--- config.mk ---
export PLATFORM = sky130hd
export DESIGN_NAME = atrp_cordic_cell
export DESIGN_NICKNAME = d
export VERILOG_FILES = /design/src/rtl/accel_tilt_roll_pitch_macros.svh /design/src/rtl/atrp_pkg.sv /design/src/rtl/atrp_cordic_cell.sv
export SDC_FILE = /design/constraint.sdc
export NUM_CORES = 1
export LEC_CHECK = 0
export BUFFER_PORTS_ARGS = -buffer_cell sky130_fd_sc_hd__buf_2
export CAP_MARGIN = 40
export CORE_ASPECT_RATIO = 1.75
export CORE_MARGIN = 1
export CORE_UTILIZATION = 40
export CTS_CLUSTER_SIZE = 28
export DETAILED_ROUTE_END_ITERATION = 10
export PLACE_DENSITY_LB_ADDON = 0.08
export SKIP_LAST_GASP = 1
export SLEW_MARGIN = 10
export SYNTH_ARGS = -nofsm -noshare
export SYNTH_HDL_FRONTEND = slang
export SYNTH_SLANG_ARGS = --single-unit
export TNS_END_PERCENT = 5
--- constraint.sdc ---
create_clock -name clk -period 10.2 [get_ports clk]
set_clock_uncertainty 0.2 [all_clocks]
set_input_delay 2.04 -clock clk [delete_from_list [all_inputs] [get_ports clk]]
set_output_delay 2.04 -clock clk [all_outputs]
set_load 0.05 [all_outputs]
--- src/rtl/accel_tilt_roll_pitch_macros.svh ---
// ----------------------------------------------------------------------------
// Assertion macros for the tilt block
// Short forms of the concurrent checks used at the end of the top level.
// ----------------------------------------------------------------------------
`ifndef ACCEL_TILT_ROLL_PITCH_MACROS_SVH
`define ACCEL_TILT_ROLL_PITCH_MACROS_SVH

// same-cycle implication, clocked on clk, off during reset
`define ATRP_ASSERT(label, ante, cons, msg) \
	label: assert property (@(posedge clk) disable iff (!arst_n) (ante) |-> (cons)) \
		else $error(msg);

// next-cycle implication
`define ATRP_ASSERT_NEXT(label, ante, cons, msg) \
	label: assert property (@(posedge clk) disable iff (!arst_n) (ante) |=> (cons)) \
		else $error(msg);

`endif

--- src/rtl/atrp_pkg.sv ---
// ----------------------------------------------------------------------------
// atrp_pkg
// Types, constants and the arctangent table of the tilt pipeline.
// ----------------------------------------------------------------------------
`default_nettype none

package atrp_pkg;

	localparam int DW         = 16;  // sample and result width
	localparam int VW         = 45;  // CORDIC vector width
	localparam int AW         = 36;  // angle width, 2^-24 degree units
	localparam int SQW        = 64;  // square root radicand width
	localparam int ANG_FRAC   = 24;
	localparam int ITERS      = 28;
	localparam int SQ_STEPS   = 32;
	localparam int NORM_STEPS = 7;
	localparam int NORM_EXP   = 40;
	localparam int WRW        = 33;  // wrapped angle width

	localparam logic signed [AW-1:0] DEG90  = AW'(90)  <<< ANG_FRAC;
	localparam logic signed [AW-1:0] DEG180 = AW'(180) <<< ANG_FRAC;
	localparam logic signed [AW-1:0] DEG360 = AW'(360) <<< ANG_FRAC;

	typedef enum logic [1:0] {
		BASE_0,
		BASE_P180,
		BASE_M180
	} base_t;

	typedef enum logic [2:0] {
		SP_NONE,
		SP_ZERO,
		SP_180,
		SP_P90,
		SP_M90
	} spec_t;

	typedef struct packed {
		logic signed [VW-1:0] num;
		logic signed [VW-1:0] den;
		logic signed [AW-1:0] acc;
		base_t                base;
		spec_t                spec;
	} vec_t;

	typedef struct packed {
		logic [SQW-1:0]       rem;
		logic [SQW-1:0]       root;
		logic signed [DW-1:0] x;
		logic signed [DW-1:0] y;
		logic signed [DW-1:0] z;
	} sqrt_t;

	// atan(2^-i) in 2^-24 degree, rounded
	function automatic logic signed [AW-1:0] atan_val(input int i);
		logic signed [AW-1:0] v;
		case (i)
			0:  v = 36'sd754974720;
			1:  v = 36'sd445687602;
			2:  v = 36'sd235489088;
			3:  v = 36'sd119537938;
			4:  v = 36'sd60000934;
			5:  v = 36'sd30029717;
			6:  v = 36'sd15018523;
			7:  v = 36'sd7509720;
			8:  v = 36'sd3754917;
			9:  v = 36'sd1877466;
			10: v = 36'sd938734;
			11: v = 36'sd469367;
			12: v = 36'sd234684;
			13: v = 36'sd117342;
			14: v = 36'sd58671;
			15: v = 36'sd29335;
			16: v = 36'sd14668;
			17: v = 36'sd7334;
			18: v = 36'sd3667;
			19: v = 36'sd1833;
			20: v = 36'sd917;
			21: v = 36'sd458;
			22: v = 36'sd229;
			23: v = 36'sd115;
			24: v = 36'sd57;
			25: v = 36'sd29;
			26: v = 36'sd14;
			27: v = 36'sd7;
			default: v = '0;
		endcase
		return v;
	endfunction

	// normalize shifts: binary search, then one final doubling
	function automatic int norm_sh(input int i);
		int s;
		case (i)
			0: s = 32;
			1: s = 16;
			2: s = 8;
			3: s = 4;
			4: s = 2;
			default: s = 1;
		endcase
		return s;
	endfunction

endpackage

`default_nettype wire

--- src/rtl/atrp_cordic_cell.sv ---
// ----------------------------------------------------------------------------
// atrp_cordic_cell
// One vectoring CORDIC rotation with its angle update, registered.
// ----------------------------------------------------------------------------
`default_nettype none

module atrp_cordic_cell import atrp_pkg::*; #(
	parameter int STEP = 0
) (
	input  wire logic clk,
	input  wire logic en,
	input  vec_t      d,
	output vec_t      q
);

	localparam logic signed [AW-1:0] ATAN = atan_val(STEP);

	vec_t                 nx;
	logic signed [VW-1:0] num;
	logic signed [VW-1:0] den;
	logic signed [VW-1:0] dn;
	logic signed [VW-1:0] dd;

	// rotate toward the x axis; sign of num picks the direction
	always_comb begin
		nx  = d;
		num = d.num;
		den = d.den;
		dn  = num >>> STEP;
		dd  = den >>> STEP;
		if (!num[VW-1]) begin
			nx.den = den + dn;
			nx.num = num - dd;
			nx.acc = d.acc + ATAN;
		end else begin
			nx.den = den - dn;
			nx.num = num + dd;
			nx.acc = d.acc - ATAN;
		end
	end

	always_ff @(posedge clk) begin
		if (en) q <= nx;
	end

endmodule

`default_nettype wire

==> key figures <==
Global route
  • Total gr overflow: 0
  • Largest net degree at the start of global routing: 75
  • Number of antenna violations at the first check in global routing: 0
  • First-pass GRT wire length: 65300 microns
  • GRT Overall Usage: 28.1%
  • Vias in the first global route: 11800

Power
  • Total power: 2280 uW
  • Sw Share: 43.6%
  • Cell Int Power: 1280 uW
  • Combinational cell fraction of total power: 43.5%
  • Reg power frac: 31.5%
  • Clock power share: 24.9%
  • Total power divided by cell area: 159 nW/um^2
  • Pleak: 0.00631 uW
  • NetSw: 994 uW
  • VDD IR max: 0.129 mV

Synthesis
  • Yosys top cell area share: 31.8%
  • Net Count, Synth: 1684
  • Synth top area cells: edfxtp_1, ha_1, a21oi_1, xnor2_1, inv_1
  • Yosys warning count: 0
  • Async set-or-reset flop fraction in the synthesized netlist: 0%
  • Top_reg_cell synth: edfxtp_1
  • Post-synth EDFFs: 130
  • Sequential area share after synthesis: 31.8%
  • Avg Inst Size Synth: 8.73 sq um
  • Post-Synthesis Cells: 1405
  • FF+latch count, synth: 130
  • Mapped cell area: 12300 sq um
  • Synth area leader: edfxtp_1
  • Post-synth cell types: 88

Layout
  • Filler Cells Inserted: 3042
  • Most common cell after layout, fill and taps aside: buf_2
  • Layout Nets: 1907
  • P&R area growth vs syn: 17.1%
  • Ant. Diodes: 0
  • FF/Latch Area: 3900 sq um
  • Most frequent cells in the layout: buf_2, a21oi_1, ha_1, inv_1, edfxtp_1
  • Largest registers: q: 130 flops
  • Max reg flops: 130
  • Layout cells sized above 1: 20.2%
  • Multi-input logic area: 7530 sq um
  • Largest register by flop count: q
  • Final Core Density: 47.8%

Worst setup path
  • Crit. End Element: register
  • CP Class: input port to register
  • Worst setup SP type: input port
  • WP data required: 10.19 ns
  • CP arrival: 5.61 ns
  • Crit-path max FO: 14

Timing
  • RSZ-0062 raised after global routing: no
  • Post-route worst setup slack: 4.59 ns
  • Final Hold Fails: 0
  • Final setup violation count: 0
  • Max-slew violations: 0
  • Final min period: 5.61 ns
  • Max Fclk: 178 MHz
  • Final Cycle Share: 55.0%
  • Worst hold slack: 1.57 ns
  • Slew of the pin with the lowest slew margin: 0.797 ns
  • Max transition margin: 46.5%
  • Setup tns final: 0 ns

Drt
  • Wire per inst: 21.8 microns
  • Antenna Nets Post-Route: 0
  • Number of vias per cell: 5.67
  • Initial DRC count: 699
  • First-pass iteration count of the detailed router: 7
  • # DRC: 0
  • Via count: 11500
  • Drt total wl: 44100 microns

Clock tree
  • Number of gates resized after CTS: 0
  • Clock Pin Slew Worst Setup and Hold Paths: 0.06 ns
  • CTS Root Cell: clkbuf_16
  • Post-CTS Setup Bufs: 0
  • H-tree Lvls: 4
  • Clock Sinks: 130
  • CTS max path bufs: 2
  • CTS tree: built
  • CTS Buf Count: 17
  • CTS Hold Bufs: 0

Min path
  • Worst Hold Class: input port to register

Floorplan
  • Die Ht: 234 microns
  • Floorplan row count: 84
  • DIE AREA: 31400 sq um
  • Initial Util: 40.8%
  • Width of the die: 134 microns
  • Core ar.: 30100 sq um
  • Ports: 264

Place
  • GP Congestion: 0.982
  • Place WS: 4.19 ns
  • I/O Buffers: 263
  • HPWL Detailed: 35300 microns

Run
  • Max_cap viols: 0

Outcome
  • Status: finished clean
## area by class of cell
cell class	count	area share (%)
clock inverter	15	0.766
tap	387	3.37
multi-input combinational	1064	52.4
clock buffer	17	2.96
sequential	130	27.2
inverter	147	3.84
timing repair buffer	268	9.48
## worst paths after layout
check | cells past startpoint | to | startpoint | slack [ns]
worst max-delay path | 13 | q[128] | d[54] | 4.59
worst min-delay path | 1 | q[21] | d[21] | 1.57
## routing by layer
layer / vias up / global-route usage, % / routed length (microns)
li1: 5499 / - / -
met4: 0 / 20.7 / 3160
met1: 5440 / 24.9 / 14300
met2: 427 / 55.8 / 24900
met3: 142 / 4.34 / 1750
met5: - / 0 / 0
## worst max-delay path, stage by stage
cell and delay, ns:
buf_2 0.11, inv_1 0.04, ha_1 0.58, nand2_1 0.28
nor3_1 0.40, o21ai_1 0.20, a31oi_1 0.36, o21ai_1 0.20
o31ai_1 0.44, a221oi_1 0.28, nor4_1 0.34, a2bb2oi_1 0.25
xnor2_1 0.08
## cell usage after synthesis, types with 23 or more instances
cell,n
a21oi_1,175
inv_1,134
xnor2_1,89
a21o_1,23
mux2i_1,24
nand2_1,66
clkbuf_1,33
nor2_1,112
o21ai_0,98
ha_1,142
edfxtp_1,130
o21bai_1,34
nor3_1,26
## power by group through the flow
stage	Combinational, uW	Sequential [uW]	Clock, uW
finish	992	718	568
global placement	984	729	0
CTS	988	719	589
detailed placement	984	730	0
floorplan	419	1010	0
global route	1050	726	600
## kinds of logic (layout without fill, tap and decap cells)
group	after synthesis	after routing	share of synthesized area, %
DFF	130	130	31.8
and+or+nand+nor	315	315	12.3
adders and majority gates	146	146	15.1
muxes	25	25	2.05
xor gates and xnor gates	95	95	6.78
buffers and inverters	211	447	6.77
AOI/OAI and AO/OA	483	483	25.1
## through the flow
step	cells	cell area [sq um]
finish	2028	14400
global route	2028	14400
CTS	2028	14400
detailed placement	1996	13800
global placement	1996	13800
floorplan	1405	12300
(Power assumes the default switching activity.)
