--- src/rtl/accel_tilt_roll_pitch_macros.svh ---
// ----------------------------------------------------------------------------
// Assertion macros for the tilt block
// Short forms of the concurrent checks used at the end of the top level.
// ----------------------------------------------------------------------------
`ifndef ACCEL_TILT_ROLL_PITCH_MACROS_SVH
`define ACCEL_TILT_ROLL_PITCH_MACROS_SVH

// same-cycle implication, clocked on clk, off during reset
`define ATRP_ASSERT(label, ante, cons, msg) \
	label: assert property (@(posedge clk) disable iff (!arst_n) (ante) |-> (cons)) \
		else $error(msg);

// next-cycle implication
`define ATRP_ASSERT_NEXT(label, ante, cons, msg) \
	label: assert property (@(posedge clk) disable iff (!arst_n) (ante) |=> (cons)) \
		else $error(msg);

`endif

--- src/rtl/atrp_pkg.sv ---
// ----------------------------------------------------------------------------
// atrp_pkg
// Types, constants and the arctangent table of the tilt pipeline.
// ----------------------------------------------------------------------------
`default_nettype none

package atrp_pkg;

	localparam int DW         = 16;  // sample and result width
	localparam int VW         = 45;  // CORDIC vector width
	localparam int AW         = 36;  // angle width, 2^-24 degree units
	localparam int SQW        = 64;  // square root radicand width
	localparam int ANG_FRAC   = 24;
	localparam int ITERS      = 28;
	localparam int SQ_STEPS   = 32;
	localparam int NORM_STEPS = 7;
	localparam int NORM_EXP   = 40;
	localparam int WRW        = 33;  // wrapped angle width

	localparam logic signed [AW-1:0] DEG90  = AW'(90)  <<< ANG_FRAC;
	localparam logic signed [AW-1:0] DEG180 = AW'(180) <<< ANG_FRAC;
	localparam logic signed [AW-1:0] DEG360 = AW'(360) <<< ANG_FRAC;

	typedef enum logic [1:0] {
		BASE_0,
		BASE_P180,
		BASE_M180
	} base_t;

	typedef enum logic [2:0] {
		SP_NONE,
		SP_ZERO,
		SP_180,
		SP_P90,
		SP_M90
	} spec_t;

	typedef struct packed {
		logic signed [VW-1:0] num;
		logic signed [VW-1:0] den;
		logic signed [AW-1:0] acc;
		base_t                base;
		spec_t                spec;
	} vec_t;

	typedef struct packed {
		logic [SQW-1:0]       rem;
		logic [SQW-1:0]       root;
		logic signed [DW-1:0] x;
		logic signed [DW-1:0] y;
		logic signed [DW-1:0] z;
	} sqrt_t;

	// atan(2^-i) in 2^-24 degree, rounded
	function automatic logic signed [AW-1:0] atan_val(input int i);
		logic signed [AW-1:0] v;
		case (i)
			0:  v = 36'sd754974720;
			1:  v = 36'sd445687602;
			2:  v = 36'sd235489088;
			3:  v = 36'sd119537938;
			4:  v = 36'sd60000934;
			5:  v = 36'sd30029717;
			6:  v = 36'sd15018523;
			7:  v = 36'sd7509720;
			8:  v = 36'sd3754917;
			9:  v = 36'sd1877466;
			10: v = 36'sd938734;
			11: v = 36'sd469367;
			12: v = 36'sd234684;
			13: v = 36'sd117342;
			14: v = 36'sd58671;
			15: v = 36'sd29335;
			16: v = 36'sd14668;
			17: v = 36'sd7334;
			18: v = 36'sd3667;
			19: v = 36'sd1833;
			20: v = 36'sd917;
			21: v = 36'sd458;
			22: v = 36'sd229;
			23: v = 36'sd115;
			24: v = 36'sd57;
			25: v = 36'sd29;
			26: v = 36'sd14;
			27: v = 36'sd7;
			default: v = '0;
		endcase
		return v;
	endfunction

	// normalize shifts: binary search, then one final doubling
	function automatic int norm_sh(input int i);
		int s;
		case (i)
			0: s = 32;
			1: s = 16;
			2: s = 8;
			3: s = 4;
			4: s = 2;
			default: s = 1;
		endcase
		return s;
	endfunction

endpackage

`default_nettype wire

--- src/rtl/atrp_norm_cell.sv ---
// ----------------------------------------------------------------------------
// atrp_norm_cell
// One normalize step: shifts the vector up by SH bits while it stays small, or always with FORCE.
// ----------------------------------------------------------------------------
`default_nettype none

module atrp_norm_cell import atrp_pkg::*; #(
	parameter int SH    = 1,
	parameter bit FORCE = 1'b0
) (
	input  wire logic clk,
	input  wire logic en,
	input  vec_t      d,
	output vec_t      q
);

	vec_t          nx;
	logic [VW-1:0] mag;
	logic          fit;

	// shift only if both components stay below 2^NORM_EXP afterward, or always when FORCE is set
	always_comb begin
		nx  = d;
		mag = d.num[VW-1] ? VW'(-d.num) : d.num;
		fit = ((mag >> (NORM_EXP - SH)) == '0) &&
		      ((VW'(d.den) >> (NORM_EXP - SH)) == '0);
		if (FORCE || fit) begin
			nx.num = d.num <<< SH;
			nx.den = d.den <<< SH;
		end
	end

	always_ff @(posedge clk) begin
		if (en) q <= nx;
	end

endmodule

`default_nettype wire

--- config.mk ---
export PLATFORM = sky130hd
export DESIGN_NAME = atrp_norm_cell
export DESIGN_NICKNAME = d
export VERILOG_FILES = /design/src/rtl/accel_tilt_roll_pitch_macros.svh /design/src/rtl/atrp_pkg.sv /design/src/rtl/atrp_norm_cell.sv
export SDC_FILE = /design/constraint.sdc
export NUM_CORES = 1
export LEC_CHECK = 0
export BUFFER_PORTS_ARGS = -buffer_cell sky130_fd_sc_hd__buf_2
export CELL_PAD_IN_SITES_DETAIL_PLACEMENT = 0
export CELL_PAD_IN_SITES_GLOBAL_PLACEMENT = 1
export CORE_UTILIZATION = 39
export DETAILED_ROUTE_END_ITERATION = 8
export PLACE_DENSITY_LB_ADDON = 0.1
export SLEW_MARGIN = 20
export SYNTH_ARGS = -nofsm -noshare
export SYNTH_HDL_FRONTEND = slang
export SYNTH_SLANG_ARGS = --single-unit
--- constraint.sdc ---
create_clock -name clk -period 7.4 [get_ports clk]
set_clock_uncertainty 0.1 [all_clocks]
set_input_delay 0.37 -clock clk [delete_from_list [all_inputs] [get_ports clk]]
set_output_delay 0.37 -clock clk [all_outputs]
set_load 0.05 [all_outputs]
==> run metrics <==
share of layout cells above drive strength 1 between 60% and 70%; FF+latch count, synth 131; max cap viols 0; post-CTS sizing 0; Biggest register q; Hold Crit Class in -> reg; deepest clock path buffer count 2; fin worst setup slack around 4.4 ns; DIE AREA around 15,000 um2; H-tree depth 4; max reg flops ~130; Vias ~3,400; ANT nets after route 0; Synth Net Count 396; critical path startpoint category input pin; Worst-path clk slew ~0.06 ns; Root Driver clkbuf_16; grt ovf 0; final setup violation count 0; Tmin final a little over 3 ns; met1 Track Usage GR a little under a fifth; Worst-Margin Slew between 0.8 and 0.9 ns; Required @ worst endpoint between 7 and 8 ns; Initial Util 39.87%; Worst EP arrival 3.07 ns; kind of critical path in -> reg; pre-CTS WS between 3 and 4 ns; hold buffer count at CTS 0; clock sinks 131; Num CTS Buffers 17; row count 43; WL final ~12,000 um; Post-Layout Cell Count between 700 and 800; CP max FO 40; Yosys cell types 23; GRT busiest layer met2; Synth-to-Final Area Change 35.59%; DRC 0; initial antenna violation count 1; largest net degree at the start of global routing a little over 90; Max VDD drop approximately 120 uV; fin crit share 40.78%; final net count ~660; dpl cells around 690; first-pass GRT wire length 17,380 um; area of the mapped netlist roughly 5500 um2; met3 GRT Util 6.720%; M2 GR Usage roughly 27%; Tot GR Track Use between 15 and 20%; leakage between 3 and 4 nW; PwrDens approximately 270 nW/um2; worst rel slew slack between 40% and 50%; GP Congestion around 0.70; DR pass1 iterations 4; RSZ-0062 raised after global routing no; setup_tns 0 ns; drt wl/cell approximately 17 um; Chip Width between 100 and 150 um; postcts setup bufs 0; Syn Inst Count 263; pins over their slew limit 0; CP endpoint kind flop; TritonCTS clock tree done; Avg Synthesized Cell Area between 20 and 25 um2; status finished, final reports clean; Port Buffer Count about 260; Achievable Freq ~0.33 GHz; I/O Pins ~260; HPWL Detailed around 9000 um; final hold violation count 0; Synth warnings 0; Seq/Total Area, Yosys a little under three quarters; WHS Path Cells 1; vias in the first global route approximately 3,300; top flop regs q x131; iteration-0 DRC count of the detailed router between 150 and 200; vias per inst around 4.6; CORE AREA 13,830 um2; Die Y between 100 and 150 um
placed cells by master (no fill, tap or decap):
| cell | netlist | layout |
|---|---|---|
| buf_2 | 0 | 262 |
| edfxtp_1 | 131 | 131 |
| mux2_4 | 77 | 77 |
| clkbuf_16 | 0 | 17 |
| nor4_1 | 10 | 10 |
| clkinvlp_4 | 0 | 5 |
| clkinv_2 | 0 | 5 |
| nor3_1 | 3 | 3 |
| nand3_1 | 3 | 3 |
| mux2i_1 | 3 | 3 |
| inv_1 | 3 | 3 |
| buf_4 | 0 | 3 |
| nand2_1 | 2 | 2 |
| and2_2 | 2 | 2 |
| clkinv_1 | 0 | 2 |
| diode_2 | 0 | 1 |
| or4_1 | 1 | 1 |
| and2b_2 | 1 | 1 |
| or3_1 | 1 | 1 |
| or4_4 | 1 | 1 |
| nor4_4 | 1 | 1 |
| a31oi_1 | 1 | 1 |
| nor2_1 | 1 | 1 |
| a2111oi_0 | 1 | 1 |
| o311a_1 | 1 | 1 |
| o211ai_4 | 1 | 1 |
| o21bai_1 | 1 | 1 |
| bufinv_16 | 0 | 1 |
| inv_6 | 0 | 1 |
| clkinv_4 | 0 | 1 |
| buf_6 | 1 | 1 |
cell usage after synthesis:
cell type / number / area (um2)
or4_4: 1 / 11.26
or4_1: 1 / 7.510
nor3_1: 3 / 15.01
edfxtp_1: 131 / 3934
mux2_4: 77 / 1156
nor4_4: 1 / 21.27
inv_1: 3 / 11.26
and2_2: 2 / 15.01
o211ai_4: 1 / 21.27
o21bai_1: 1 / 7.510
nand2_1: 2 / 7.510
a31oi_1: 1 / 6.260
buf_8: 7 / 105.1
a2111oi_0: 1 / 8.760
or3_1: 1 / 6.260
nand3_1: 3 / 15.01
nor2_1: 1 / 3.750
and2b_2: 1 / 8.760
clkbuf_1: 10 / 37.54
mux2i_1: 3 / 30.03
nor4_1: 10 / 62.56
buf_6: 1 / 11.26
o311a_1: 1 / 10.01
worst max-delay path, cell delays in order:
cell and delay (ns):
buf_2 0.11, or4_1 0.54, or4_4 0.47, nor4_4 0.25, mux2i_1 0.15, o211ai_4 0.18, buf_4 0.60, mux2_4 0.35
path summary, 6_finish.rpt:
path / slack (ns) / to / start
setup / recovery: 4.38 / q[116] / d[96]
hold / removal: 0.04 / q[33] / d[33]
cell families (layout without fill, tap and decap cells):
kind of cell / after synthesis / count (layout) / synth area share, %
flip-flops: 131 / 131 / 71.36
multiplexers: 80 / 80 / 21.52
AND/OR/NAND/NOR: 26 / 26 / 3.155
buffers and inverters: 21 / 301 / 2.996
AO/OA/AOI/OAI: 5 / 5 / 0.9761
other: 0 / 1 / 0
metrics by stage:
stage / hold slack (ns) / utilization, % / total power [W] / area [um2]
floorplan: 0.3689 / - / 0.001158 / 5513
global placement: 0.4464 / 50.09 / 0.001273 / 6925
detailed placement: 0.4483 / 50.09 / 0.001277 / 6925
CTS: 0.01446 / 54.01 / 0.002043 / 7468
global route: 0.01050 / 54.04 / 0.002086 / 7472
finish: 0.03710 / 54.06 / 0.002019 / 7475
cell type report:
type | instances | area, um2
antenna | 1 | 2.502
clock buffer | 17 | 425.4
clock inverter | 15 | 117.6
fill | 1198 | 6352
inverter | 3 | 11.26
multi-input combinational | 111 | 1414
sequential | 131 | 3934
tap | 180 | 225.2
timing repair buffer | 266 | 1345
per-layer routing:
metal,vias up,routed length (um)
li1,1579,-
met1,1593,4777
met2,169,6021
met3,13,1137
met4,0,161
met5,-,0
power by group:
part	internal, W	total [W]	switching (W)
clock network	0.000456	0.000761	0.000305
registers	0.000883	0.000896	0.0000130
logic	0.0000929	0.000362	0.000269
Note: power is estimated with default switching activity, not from simulation.
