### config.mk
export PLATFORM = sky130hd
export DESIGN_NAME = atrp_sqrt_cell
export DESIGN_NICKNAME = d
export VERILOG_FILES = /design/src/rtl/accel_tilt_roll_pitch_macros.svh /design/src/rtl/atrp_pkg.sv /design/src/rtl/atrp_sqrt_cell.sv
export SDC_FILE = /design/constraint.sdc
export NUM_CORES = 1
export LEC_CHECK = 0
export BUFFER_PORTS_ARGS = -buffer_cell sky130_fd_sc_hd__buf_2
export CORE_MARGIN = 3
export CORE_UTILIZATION = 48
export CTS_CLUSTER_SIZE = 8
export DETAILED_ROUTE_END_ITERATION = 10
export PLACE_DENSITY = 0.87
export RECOVER_POWER = 100
export SLEW_MARGIN = 20
export SYNTH_ARGS = -nofsm -noshare
export SYNTH_HDL_FRONTEND = slang
export SYNTH_SLANG_ARGS = --single-unit
### constraint.sdc
create_clock -name clk -period 7.3 [get_ports clk]
set_clock_uncertainty 0.1 [all_clocks]
set_input_delay 0.365 -clock clk [delete_from_list [all_inputs] [get_ports clk]]
set_output_delay 0.365 -clock clk [all_outputs]
set_load 0.05 [all_outputs]
### src/rtl/accel_tilt_roll_pitch_macros.svh
// ----------------------------------------------------------------------------
// Assertion macros for the tilt block
// Short forms of the concurrent checks used at the end of the top level.
// ----------------------------------------------------------------------------
`ifndef ACCEL_TILT_ROLL_PITCH_MACROS_SVH
`define ACCEL_TILT_ROLL_PITCH_MACROS_SVH

// same-cycle implication, clocked on clk, off during reset
`define ATRP_ASSERT(label, ante, cons, msg) \
	label: assert property (@(posedge clk) disable iff (!arst_n) (ante) |-> (cons)) \
		else $error(msg);

// next-cycle implication
`define ATRP_ASSERT_NEXT(label, ante, cons, msg) \
	label: assert property (@(posedge clk) disable iff (!arst_n) (ante) |=> (cons)) \
		else $error(msg);

`endif

### src/rtl/atrp_pkg.sv
// ----------------------------------------------------------------------------
// atrp_pkg
// Types, constants and the arctangent table of the tilt pipeline.
// ----------------------------------------------------------------------------
`default_nettype none

package atrp_pkg;

	localparam int DW         = 16;  // sample and result width
	localparam int VW         = 45;  // CORDIC vector width
	localparam int AW         = 36;  // angle width, 2^-24 degree units
	localparam int SQW        = 64;  // square root radicand width
	localparam int ANG_FRAC   = 24;
	localparam int ITERS      = 28;
	localparam int SQ_STEPS   = 32;
	localparam int NORM_STEPS = 7;
	localparam int NORM_EXP   = 40;
	localparam int WRW        = 33;  // wrapped angle width

	localparam logic signed [AW-1:0] DEG90  = AW'(90)  <<< ANG_FRAC;
	localparam logic signed [AW-1:0] DEG180 = AW'(180) <<< ANG_FRAC;
	localparam logic signed [AW-1:0] DEG360 = AW'(360) <<< ANG_FRAC;

	typedef enum logic [1:0] {
		BASE_0,
		BASE_P180,
		BASE_M180
	} base_t;

	typedef enum logic [2:0] {
		SP_NONE,
		SP_ZERO,
		SP_180,
		SP_P90,
		SP_M90
	} spec_t;

	typedef struct packed {
		logic signed [VW-1:0] num;
		logic signed [VW-1:0] den;
		logic signed [AW-1:0] acc;
		base_t                base;
		spec_t                spec;
	} vec_t;

	typedef struct packed {
		logic [SQW-1:0]       rem;
		logic [SQW-1:0]       root;
		logic signed [DW-1:0] x;
		logic signed [DW-1:0] y;
		logic signed [DW-1:0] z;
	} sqrt_t;

	// atan(2^-i) in 2^-24 degree, rounded
	function automatic logic signed [AW-1:0] atan_val(input int i);
		logic signed [AW-1:0] v;
		case (i)
			0:  v = 36'sd754974720;
			1:  v = 36'sd445687602;
			2:  v = 36'sd235489088;
			3:  v = 36'sd119537938;
			4:  v = 36'sd60000934;
			5:  v = 36'sd30029717;
			6:  v = 36'sd15018523;
			7:  v = 36'sd7509720;
			8:  v = 36'sd3754917;
			9:  v = 36'sd1877466;
			10: v = 36'sd938734;
			11: v = 36'sd469367;
			12: v = 36'sd234684;
			13: v = 36'sd117342;
			14: v = 36'sd58671;
			15: v = 36'sd29335;
			16: v = 36'sd14668;
			17: v = 36'sd7334;
			18: v = 36'sd3667;
			19: v = 36'sd1833;
			20: v = 36'sd917;
			21: v = 36'sd458;
			22: v = 36'sd229;
			23: v = 36'sd115;
			24: v = 36'sd57;
			25: v = 36'sd29;
			26: v = 36'sd14;
			27: v = 36'sd7;
			default: v = '0;
		endcase
		return v;
	endfunction

	// normalize shifts: binary search, then one final doubling
	function automatic int norm_sh(input int i);
		int s;
		case (i)
			0: s = 32;
			1: s = 16;
			2: s = 8;
			3: s = 4;
			4: s = 2;
			default: s = 1;
		endcase
		return s;
	endfunction

endpackage

`default_nettype wire

### src/rtl/atrp_sqrt_cell.sv
// ----------------------------------------------------------------------------
// atrp_sqrt_cell
// One digit of the restoring integer square root, registered.
// ----------------------------------------------------------------------------
`default_nettype none

module atrp_sqrt_cell import atrp_pkg::*; #(
	parameter int STEP = 0
) (
	input  wire logic clk,
	input  wire logic en,
	input  sqrt_t     d,
	output sqrt_t     q
);

	localparam logic [SQW-1:0] BIT = SQW'(1) << (SQW - 2 - 2 * STEP);

	sqrt_t          nx;
	logic [SQW-1:0] trial;

	// try this root bit, keep it if the remainder allows
	always_comb begin
		nx    = d;
		trial = d.root + BIT;
		if (d.rem >= trial) begin
			nx.rem  = d.rem - trial;
			nx.root = (d.root >> 1) + BIT;
		end else begin
			nx.root = d.root >> 1;
		end
	end

	always_ff @(posedge clk) begin
		if (en) q <= nx;
	end

endmodule

`default_nettype wire

==> out/qor_table.md, run 1 <==
| Item | Reported |
|---|---|
| Starting density of the core | 49.2% |
| Remaining Overflow, GRT | 0 |
| Die width | 151 µm |
| Biggest register | q |
| Post-Route WL | 29.6 mm |
| Standard-cell rows | 52 |
| Failing checks | capacitance limit, slew limit |
| Initial antenna violation count | 2 |
| Cell type of the slowest stage on the worst timing path | clkbuf_1 |
| Cell area after synthesis | 10100 µm² |
| Sequential fraction of design power | 39.4% |
| Number of DRC markers in iteration 0 | 704 |
| Number of buffer cells added on primary ports | 353 |
| Static Leak | 5.35 nW |
| Sequential area share after synthesis | 52.6% |
| Dpl hpwl | 21.8 mm |
| Worst min-delay path startpoint | d[56] |
| Endpoints failing setup | 0 |
| Setup_tns | 0 ns |
| Post-CTS Setup Repair Bufs | 0 |
| Gr usage total | 24.7% |
| Tmin final | 5.52 ns |
| Number of warnings reported in the yosys synthesis log | 0 |
| Via count of the first global-routing pass | 8548 |
| Number of vias per cell after detailed routing | 5.58 |
| Tightest slew margin relative to the limit | -215% |
| Clock sink count | 176 |
| Capture endpoint of the worst hold path | q[55]$_DFFE_PP_ |
| Data required time at the worst endpoint | 7.38 ns |
| Count of mapped cells out of synthesis | 933 |
| Net Sw Power | 0.00123 W |
| Flip-flop cell with the highest count after synthesis | edfxtp_1 |
| Commonest non-fill, non-tap cells in the layout | clkbuf_1, edfxtp_1, buf_2 |
| Switching share of power | 37.9% |
| Design internal power | 0.00202 W |
| Number of synthesized register bits | 176 |
| Critical path arrival | 5.60 ns |
| Power density normalized to cell area | 255 nW/µm² |
| Final Core Density | 62.5% |
| Power share of the combinational group | 31.8% |
| Die Footprint | 22700 µm² |
| Cell-by-cell trace of the critical path | dlygate4sd3_1 > buf_1 > inv_1 > ha_1 > nand2_1 > or3_1 > a41o_1 > nor3_1 > o21ai_0 > o41ai_4 > clkbuf_1 > mux2_2 |
| Core area | 20400 µm² |
| Transition at the pin with the smallest max-transition slack | 4.73 ns |
| Critical path launch point type | input pin |
| Mean instance size in the synthesized netlist | 10.8 µm² |
| Leading cell type in the layout, fill and taps excluded | clkbuf_1 |
| Achievable clock frequency | 181 MHz |
| EDFF count, synth | 176 |
| Area added between synthesis and finish | 27.1% |
| Crit path max-delay family | buffers and inverters |
| Share of the clock period used by the worst path after layout | 75.6% |
| Wire length of the first global-routing pass | 44.1 mm |
| Unrepaired setup endpoints after global routing | no |
| Number of design rule violations left after detail routing | 0 |
| Class of the worst hold path | in -> reg |
| Hold-critical path depth | 1 |
| Async S/R FF share, synth | 0% |
| Largest registers in the final layout | q: 176 flops |
| Clock network fraction of total power | 28.8% |
| IR drop worst, VDD | 157 µV |
| Y dimension of the die | 151 µm |
| Synthesized netlist net count | 1176 |
| Number of nets in the finished design | 1557 |
| Wire length per cell after detailed routing | 18.5 µm |
| Number of buffers created by CTS | 17 |
| Number of distinct library cell variants in the gate-level netlist after synthesis | 58 |
| Largest driver fanout on the critical path | 47 |
| Routability congestion estimate | 0.908 |
| Number of vias after detailed routing | 8918 |
| Max incr delay on CP | 1.48 ns |
| Pins Over Slew Limit | 141 |
| Critical path buffers and inverters | 4 |
| Max Buffers Root-to-Sink | 2 |
| Clock slew seen by the registers of the worst setup and hold paths | 0.08 ns |
| # H-tree levels | 4 |
| Buffer type at the clock tree root | clkbuf_16 |
| TritonCTS clock tree | yes |
| Status | complete, but fails checks |
| Share of final-layout standard cells stronger than drive strength 1 | 13.7% |
| Ports | 354 |
| Type of element capturing the critical path | register |
| Max-cap check violation count | 2 |
| Max FFs per register | 176 |
| Maximum number of pins on one net before global-route repair | 93 |
| Worst Path Class, Setup | in -> reg |
| Drt first pass iters | 8 |
| Final hold violation count | 0 |
| Remaining number of nets flagged by the antenna check after routing | 0 |
-- cell type report --
type	count	area [µm²]
antenna	1	2.50
inverter	78	293
fill	1690	7660
clock buffer	17	425
timing repair buffer	399	1940
multi-input combinational	642	4310
tap	270	338
clock inverter	14	173
sequential	176	5290
-- synth_stat cells, types with 5 or more instances --
cell type / number / area share [%]
xor2_1: 20 / 1.7
inv_1: 78 / 2.9
clkbuf_1: 25 / 0.93
nor3_1: 11 / 0.55
ha_1: 64 / 8.0
o21bai_1: 11 / 0.82
and3_1: 13 / 0.81
a41oi_1: 5 / 0.44
nand4_1: 18 / 1.1
nand3_1: 14 / 0.70
o21ai_0: 40 / 2.0
o211ai_1: 7 / 0.52
mux2_2: 10 / 1.1
o21a_1: 7 / 0.52
buf_2: 11 / 0.55
nor2b_1: 10 / 0.62
a21o_1: 49 / 3.7
xnor2_1: 36 / 3.1
and2_1: 10 / 0.62
nor2_1: 82 / 3.1
edfxtp_1: 176 / 53
a21boi_0: 5 / 0.37
nand2_1: 52 / 1.9
o31a_1: 5 / 0.44
a21oi_1: 111 / 5.5
a31oi_1: 7 / 0.44
-- cells by family after synthesis --
kind of cell             after synthesis  synth area share, %
buffers and inverters                115                 4.44
XOR/XNOR                              56                 4.88
multiplexers                          15                 1.67
adder cells (fa/ha/maj)               65                 8.17
flip-flops                           176                 52.6
AND/OR/NAND/NOR                      234                 11.3
AO/OA/AOI/OAI                        272                 17.0
-- per-stage QoR --
step	power [W]	hold slack (ns)	instances	area (µm²)	setup WS, ns
2_1_floorplan	0.00205	0.364	933	10100	3.97
3_3_place_gp	0.00230	0.442	1522	12000	2.85
3_5_place_dp	0.00233	0.443	1522	12000	2.65
4_1_cts	0.00327	0.000115	1590	13000	2.82
5_1_grt	0.00338	0.00152	1597	12800	1.38
6_report	0.00325	0.0128	1597	12800	1.78
-- how the worst max path moves through the flow --
stage	startpoint	to	slack, ns	cells past startpoint
2_1_floorplan	d[64]	q[172]$_DFFE_PP_	3.97	12
3_3_place_gp	d[64]	q[136]$_DFFE_PP_	2.85	12
6_report	d[60]	q[148]$_DFFE_PP_	1.78	12
3_5_place_dp	d[64]	q[130]$_DFFE_PP_	2.65	12
4_1_cts	d[60]	q[136]$_DFFE_PP_	2.82	13
5_1_grt	d[60]	q[148]$_DFFE_PP_	1.38	12
-- power by group through the flow --
| stage | clock network (W) | logic [W] | registers, W |
|---|---|---|---|
| CTS | 0.000949 | 0.00105 | 0.00127 |
| global placement | 0 | 0.00101 | 0.00129 |
| finish | 0.000937 | 0.00103 | 0.00128 |
| floorplan | 0 | 0.000377 | 0.00167 |
| detailed placement | 0 | 0.00103 | 0.00130 |
| global route | 0.000985 | 0.00110 | 0.00129 |
-- layer usage --
layer	routed length, µm	vias up	share of wire, %	GRT usage [%]
met5	13	-	0.044	0
li1	-	4194	-	-
met2	14800	496	50	43.3
met4	991	2	3.4	10.1
met3	2670	77	9.0	5.63
met1	11200	4149	38	29.4
-- what timing repair did --
item / in CTS / in global routing
endpoints found under the hold margin: 37 / 6
gates resized for setup: 0 / 0
hold buffers: 37 / 6
Power figures use the tool's default switching activity.
==> inputs of run 2 (changes only) <==
Clock period 7.3 ns to 5.25 ns, I/O delays scaled along.
==> run 2 against run 1 <==
Largest cell class unchanged. Non-clock buffer count increased by 68. Clock power is 40% higher. First-iteration DRC count grew 24%. The flow still finishes with violations (capacitance limit, slew limit). Routed wire length rose by 9.7%. Die area stayed put. Sequential share of layout area shrank 2.0 points. Cell area rose by 5.2%. Final cell count increased by 4.4%.
==> out/qor_table.md, run 2 (synthesis results as in run 1) <==
| Item | Reported | Delta |
|---|---|---|
| Critical path capture point | q[172]$_DFFE_PP_ |  |
| Post-placement cell area | 12100 µm² | +0.17% |
| Routability congestion estimate | 0.918 | +1.1% |
| Area added between synthesis and finish | 33.7% |  |
| Number of vias after detailed routing | 9469 | +6.2% |
| Wire length per cell after detailed routing | 19.5 µm | +5.0% |
| Number of vias per cell after detailed routing | 5.68 | +1.7% |
| Tmin final | 4.56 ns |  |
| IR drop worst, VDD | 210 µV | +33% |
| Power density normalized to cell area | 342 nW/µm² | +34% |
| Remaining Overflow, GRT | 0 | unchanged |
| Buffer type at the clock tree root | clkbuf_16 |  |
| Depth of the critical timing path with buffers and inverters included | 15 | +3 |
| Ports | 354 | unchanged |
| Class of the worst hold path | in -> reg |  |
| Number of buffers created by CTS | 17 | unchanged |
| Die width | 151 µm | unchanged |
| Endpoints failing setup | 0 | unchanged |
| Max incr delay on CP | 0.68 ns | -0.80 ns |
| Post-route cell area | 13400 µm² | +5.2% |
| # H-tree levels | 4 | unchanged |
| Y dimension of the die | 151 µm | unchanged |
| Setup_tns | 0 ns | unchanged |
| Critical path buffers and inverters | 4 | unchanged |
| Gr usage total | 27.6% | +2.9 points |
| Worst path most repeated cell | nor3_1 |  |
| Tightest slew margin relative to the limit | -195% | +21 points |
| Failing checks | capacitance limit, slew limit |  |
| Max Buffers Root-to-Sink | 2 | unchanged |
| Maximum number of pins on one net before global-route repair | 100 | +7.5% |
| Cell type of the slowest stage on the worst timing path | o41ai_1 |  |
| Data required time at the worst endpoint | 5.33 ns | -2.05 ns |
| Post-Route WL | 32.4 mm | +9.7% |
| Non-Filler Instances | 1668 | +4.4% |
| Clock slew seen by the registers of the worst setup and hold paths | 0.07 ns | about the same |
| Resize count post-CTS | 0 | unchanged |
| Unrepaired setup endpoints after global routing | no |  |
| Critical path launch point type | input pin |  |
| Type of element capturing the critical path | register |  |
| Largest driver fanout on the critical path | 28 | -40% |
| Max-cap check violation count | 1 | -1 |
| Starting density of the core | 49.2% | unchanged |
| Number of buffer cells added on primary ports | 353 | unchanged |
| Max FFs per register | 176 | unchanged |
| Via count of the first global-routing pass | 9544 | +12% |
| Commonest non-fill, non-tap cells in the layout | clkbuf_1, edfxtp_1, buf_2 |  |
| Final hold violation count | 0 | unchanged |
| Dpl hpwl | 22.0 mm | +1.3% |
| Share of the clock period used by the worst path after layout | 86.8% |  |
| Clock sink count | 176 | unchanged |
| Share of final-layout standard cells stronger than drive strength 1 | 12.3% | -1.5 points |
| Number of nets in the finished design | 1625 | +4.4% |
| Transition at the pin with the smallest max-transition slack | 4.42 ns | -0.313 ns |
| Critical path arrival | 4.64 ns | -0.96 ns |
| Die Footprint | 22700 µm² | unchanged |
| Static Leak | 5.59 nW | +4.5% |
| Remaining number of nets flagged by the antenna check after routing | 0 | unchanged |
| Largest registers in the final layout | q: 176 flops |  |
| Number of DRC markers in iteration 0 | 870 | +24% |
| Worst Path Class, Setup | in -> reg |  |
| Dpl cells | 1523 | +0.066% |
| Drt first pass iters | 7 | -1 |
| Achievable clock frequency | 219 MHz |  |
| Number of design rule violations left after detail routing | 0 | unchanged |
| Cell-by-cell trace of the critical path | dlygate4sd3_1 > clkbuf_1 > inv_1 > ha_1 > and2_0 > nand3_1 > or3_1 > a41o_1 > nor3_1 > o21ai_0 > o41ai_1 > buf_4 > or4b_1 > a21oi_1 > nor3_1 |  |
| Core area | 20400 µm² | unchanged |
| Crit path max-delay family | simple AND/OR/NAND/NOR gates |  |
| Biggest register | q |  |
| TritonCTS clock tree | yes |  |
| Initial antenna violation count | 5 | +3 |
| Pins Over Slew Limit | 100 | -29% |
| Post-CTS Setup Repair Bufs | 0 | unchanged |
| Status | complete, but fails checks |  |
| Standard-cell rows | 52 | unchanged |
| Startpoint of the worst setup timing path | d[64] |  |
| Leading cell type in the layout, fill and taps excluded | clkbuf_1 |  |
| Wire length of the first global-routing pass | 49.0 mm | +11% |
-- run 2: final cells by class --
cell class	instances	area, µm²
clock inverter	14	165
inverter	78	293
fill	1598	6990
antenna	3	7.51
tap	270	338
timing repair buffer	467	2630
multi-input combinational	642	4300
clock buffer	18	429
sequential	176	5290
-- run 2: worst min-delay path by stage --
stage,endpoint,start,slack (ns),cells after the start
finish,q[115]$_DFFE_PP_,d[115],0.04,2
global route,q[119]$_DFFE_PP_,d[119],0.04,2
CTS,q[115]$_DFFE_PP_,d[115],0.03,2
detailed placement,q[47]$_DFFE_PP_,d[47],0.34,1
global placement,q[42]$_DFFE_PP_,d[42],0.34,1
floorplan,q[0]$_DFFE_PP_,d[0],0.26,0
-- run 2: repair_timing --
| item | CTS | global route |
|---|---|---|
| hold buffers | 110 | 0 |
| setup endpoints to repair | 0 | 0 |
| hold endpoints to repair | 110 | 0 |
-- run 2: routing by layer --
metal | track usage [%] | routed length [µm]
met4 | 14.1 | 1600
met3 | 5.81 | 2680
met1 | 30.5 | 11600
met5 | 0 | 21
met2 | 50.0 | 16600
-- run 2: per-stage QoR --
stage               worst slack (ns)  total power (W)  hold slack [ns]  util (%)
floorplan                       2.02          0.00285            0.261         -
global placement                1.37          0.00320            0.339      59.0
detailed placement              1.10          0.00324            0.341      59.0
CTS                             1.04          0.00458           0.0258      67.3
global route                   0.408          0.00476           0.0386      65.8
finish                         0.691          0.00459           0.0363      65.8
-- run 2: where the power goes --
part | switching [W] | internal [W]
clock network | 0.000658 | 0.000647
logic | 0.00108 | 0.000419
registers | 0.0000504 | 0.00174
total | 0.00179 | 0.00280
==> inputs of run 3 (changes only) <==
Settings changed: RECOVER_POWER 100 to 25.
==> run 3 against run 2 <==
The flow still finishes with violations (capacitance limit, slew limit). Core utilization increased by 1.2 points. Sequential power about the same. Die area unchanged. Via count increased by 0.43%. Combinational power increased by 3%. Worst setup slack improved by 0.047 ns. Sequential share of layout area decreased by 0.70 points. Critical path depth decreased by 13. Final cell count unchanged. Critical path type unchanged.
==> out/qor_table.md, run 3 (synthesis results as in run 1) <==
| Item | Reported | Delta |
|---|---|---|
| Max-cap check violation count | 1 | unchanged |
| Post-route worst hold slack | 0.0309 ns | -0.00543 ns |
| Largest driver fanout on the critical path | 99 | +250% |
| Multi-input combinational cell area | 4320 µm² | +0.55% |
| Via count of the first global-routing pass | 9544 | unchanged |
| Share of the clock period used by the worst path after layout | 85.9% | -0.90 points |
| Maximum number of pins on one net before global-route repair | 100 | unchanged |
| Number of vias per cell after detailed routing | 5.70 | +0.43% |
| Hold-critical path depth | 2 | unchanged |
| Largest registers in the final layout | q: 176 flops |  |
| Number of vias after detailed routing | 9510 | +0.43% |
| Die Footprint | 22700 µm² | unchanged |
| Dpl hpwl | 22.0 mm | unchanged |
| Ports | 354 | unchanged |
| Leading cell type in the layout, fill and taps excluded | buf_2 |  |
| Setup_tns | 0 ns | unchanged |
| Achievable clock frequency | 222 MHz | +1.0% |
| Cell-by-cell trace of the critical path | clkdlybuf4s15_1 > buf_4 |  |
| Cell type of the slowest stage on the worst timing path | clkdlybuf4s15_1 |  |
| PnR worst setup slack | 0.738 ns | +0.0473 ns |
| Core area | 20400 µm² | unchanged |
| Static Leak | 6.10 nW | +9.1% |
| Type of element capturing the critical path | register |  |
| Resize count post-CTS | 0 | unchanged |
| Worst Path Class, Setup | in -> reg |  |
| Remaining number of nets flagged by the antenna check after routing | 0 | unchanged |
| Biggest register | q |  |
| Status | complete, but fails checks |  |
| Die width | 151 µm | unchanged |
| Number of buffers created by CTS | 17 | unchanged |
| Drt first pass iters | 8 | +1 |
| Class of the worst hold path | in -> reg |  |
| Standard-cell rows | 52 | unchanged |
| Combined flip-flop and latch cell area | 5290 µm² | unchanged |
| Starting density of the core | 49.2% | unchanged |
| Area added between synthesis and finish | 36.1% |  |
| Number of design rule violations left after detail routing | 0 | unchanged |
| Initial antenna violation count | 5 | unchanged |
| # fillers | 1472 | -7.9% |
| Unrepaired setup endpoints after global routing | no |  |
| Number of DRC markers in iteration 0 | 873 | +0.34% |
| Max Buffers Root-to-Sink | 2 | unchanged |
| Number of nets in the finished design | 1625 | unchanged |
| Number of buffer cells added on primary ports | 353 | unchanged |
| Max incr delay on CP | 3.16 ns | +2.48 ns |
| Failing checks | capacitance limit, slew limit |  |
| Share of final-layout standard cells stronger than drive strength 1 | 25.1% | +13 points |
| Pins Over Slew Limit | 100 | unchanged |
| Routability congestion estimate | 0.918 | unchanged |
| Tmin final | 4.51 ns | -0.0473 ns |
| Data required time at the worst endpoint | 5.22 ns | -0.11 ns |
| Post-place setup slack | 1.10 ns | unchanged |
| Clock sink count | 176 | unchanged |
| Endpoints failing setup | 0 | unchanged |
| TritonCTS clock tree | yes |  |
| Critical path buffers and inverters | 2 | -2 |
| Transition at the pin with the smallest max-transition slack | 4.46 ns | +0.0443 ns |
| Clock slew seen by the registers of the worst setup and hold paths | 0.08 ns | about the same |
| Final hold violation count | 0 | unchanged |
| Capture endpoint of the worst hold path | q[115]$_DFFE_PP_ |  |
| Post-placement cell area | 12100 µm² | unchanged |
| Remaining Overflow, GRT | 0 | unchanged |
| Worst min-delay path startpoint | d[115] |  |
| Max FFs per register | 176 | unchanged |
| # H-tree levels | 4 | unchanged |
| Critical path arrival | 4.48 ns | -0.16 ns |
| Y dimension of the die | 151 µm | unchanged |
| Tightest slew margin relative to the limit | -198% | -3.0 points |
| Buffer type at the clock tree root | clkbuf_16 |  |
| Crit path max-delay family | buffers and inverters |  |
| Wire length per cell after detailed routing | 19.6 µm | +0.84% |
| Gr usage total | 27.6% | unchanged |
| Power density normalized to cell area | 339 nW/µm² | -0.83% |
| Post-Route WL | 32.7 mm | +0.84% |
| Post-route cell area | 13700 µm² | +1.8% |
| Commonest non-fill, non-tap cells in the layout | buf_2, edfxtp_1, a21oi_1 |  |
| Critical path launch point type | input pin |  |
| IR drop worst, VDD | 211 µV | +0.39% |
| Wire length of the first global-routing pass | 49.0 mm | unchanged |
-- run 3: changes by cell type in the layout (fill, tap and decap cells not counted), moves of 2 or more --
| cell | change |
|---|---|
| o21ai_0 | -2 |
| and2_1 | +2 |
| o21ai_1 | +2 |
| buf_2 | +176 |
| and2_0 | -2 |
| clkbuf_1 | -176 |
-- run 3: final cells by class --
class                      instances  share of cell area (%)
antenna                            3                  0.0549
clock buffer                      18                    3.14
timing repair buffer             467                    20.8
tap                              270                    2.47
clock inverter                    14                    1.21
multi-input combinational        642                    31.6
inverter                          78                    2.14
sequential                       176                    38.6
-- run 3: per-stage QoR --
stage                     std cells  power [W]  util [%]
after floorplan                 933    0.00285         -
after CTS                      1665    0.00458      67.3
after detailed placement       1523    0.00324      59.0
after global placement         1523    0.00320      59.0
after global routing           1668    0.00480      67.0
final                          1668    0.00463      67.0
-- run 3: worst max path at each step --
stage | start | endpoint | slack, ns | depth (start not counted)
2_1_floorplan | d[64] | q[172]$_DFFE_PP_ | 2.02 | 12
3_5_place_dp | d[51] | q[172]$_DFFE_PP_ | 1.10 | 13
3_3_place_gp | d[51] | q[172]$_DFFE_PP_ | 1.37 | 13
4_1_cts | d[51] | q[172]$_DFFE_PP_ | 1.04 | 14
5_1_grt | en | q[131]$_DFFE_PP_ | 0.43 | 2
6_report | en | q[131]$_DFFE_PP_ | 0.74 | 2
-- run 3: repair_timing --
action                    4_1_cts  5_1_grt
hold buffers                  110        0
hold endpoints to repair      110        0
buffers inserted                0        0
-- run 3: where the power goes --
group          internal, W  switching [W]  leakage, nW  total (W)
Combinational     0.000463        0.00108         4.08    0.00154
Sequential         0.00174      0.0000476         1.72    0.00178
Clock             0.000647       0.000659        0.290    0.00131
Total              0.00285        0.00179         6.10    0.00463
-- run 3: per-layer routing --
layer | global-route usage, % | wire length [µm]
met2 | 50.0 | 16700
met5 | 0 | 27
met1 | 30.5 | 11500
met4 | 14.1 | 1610
met3 | 5.81 | 2890
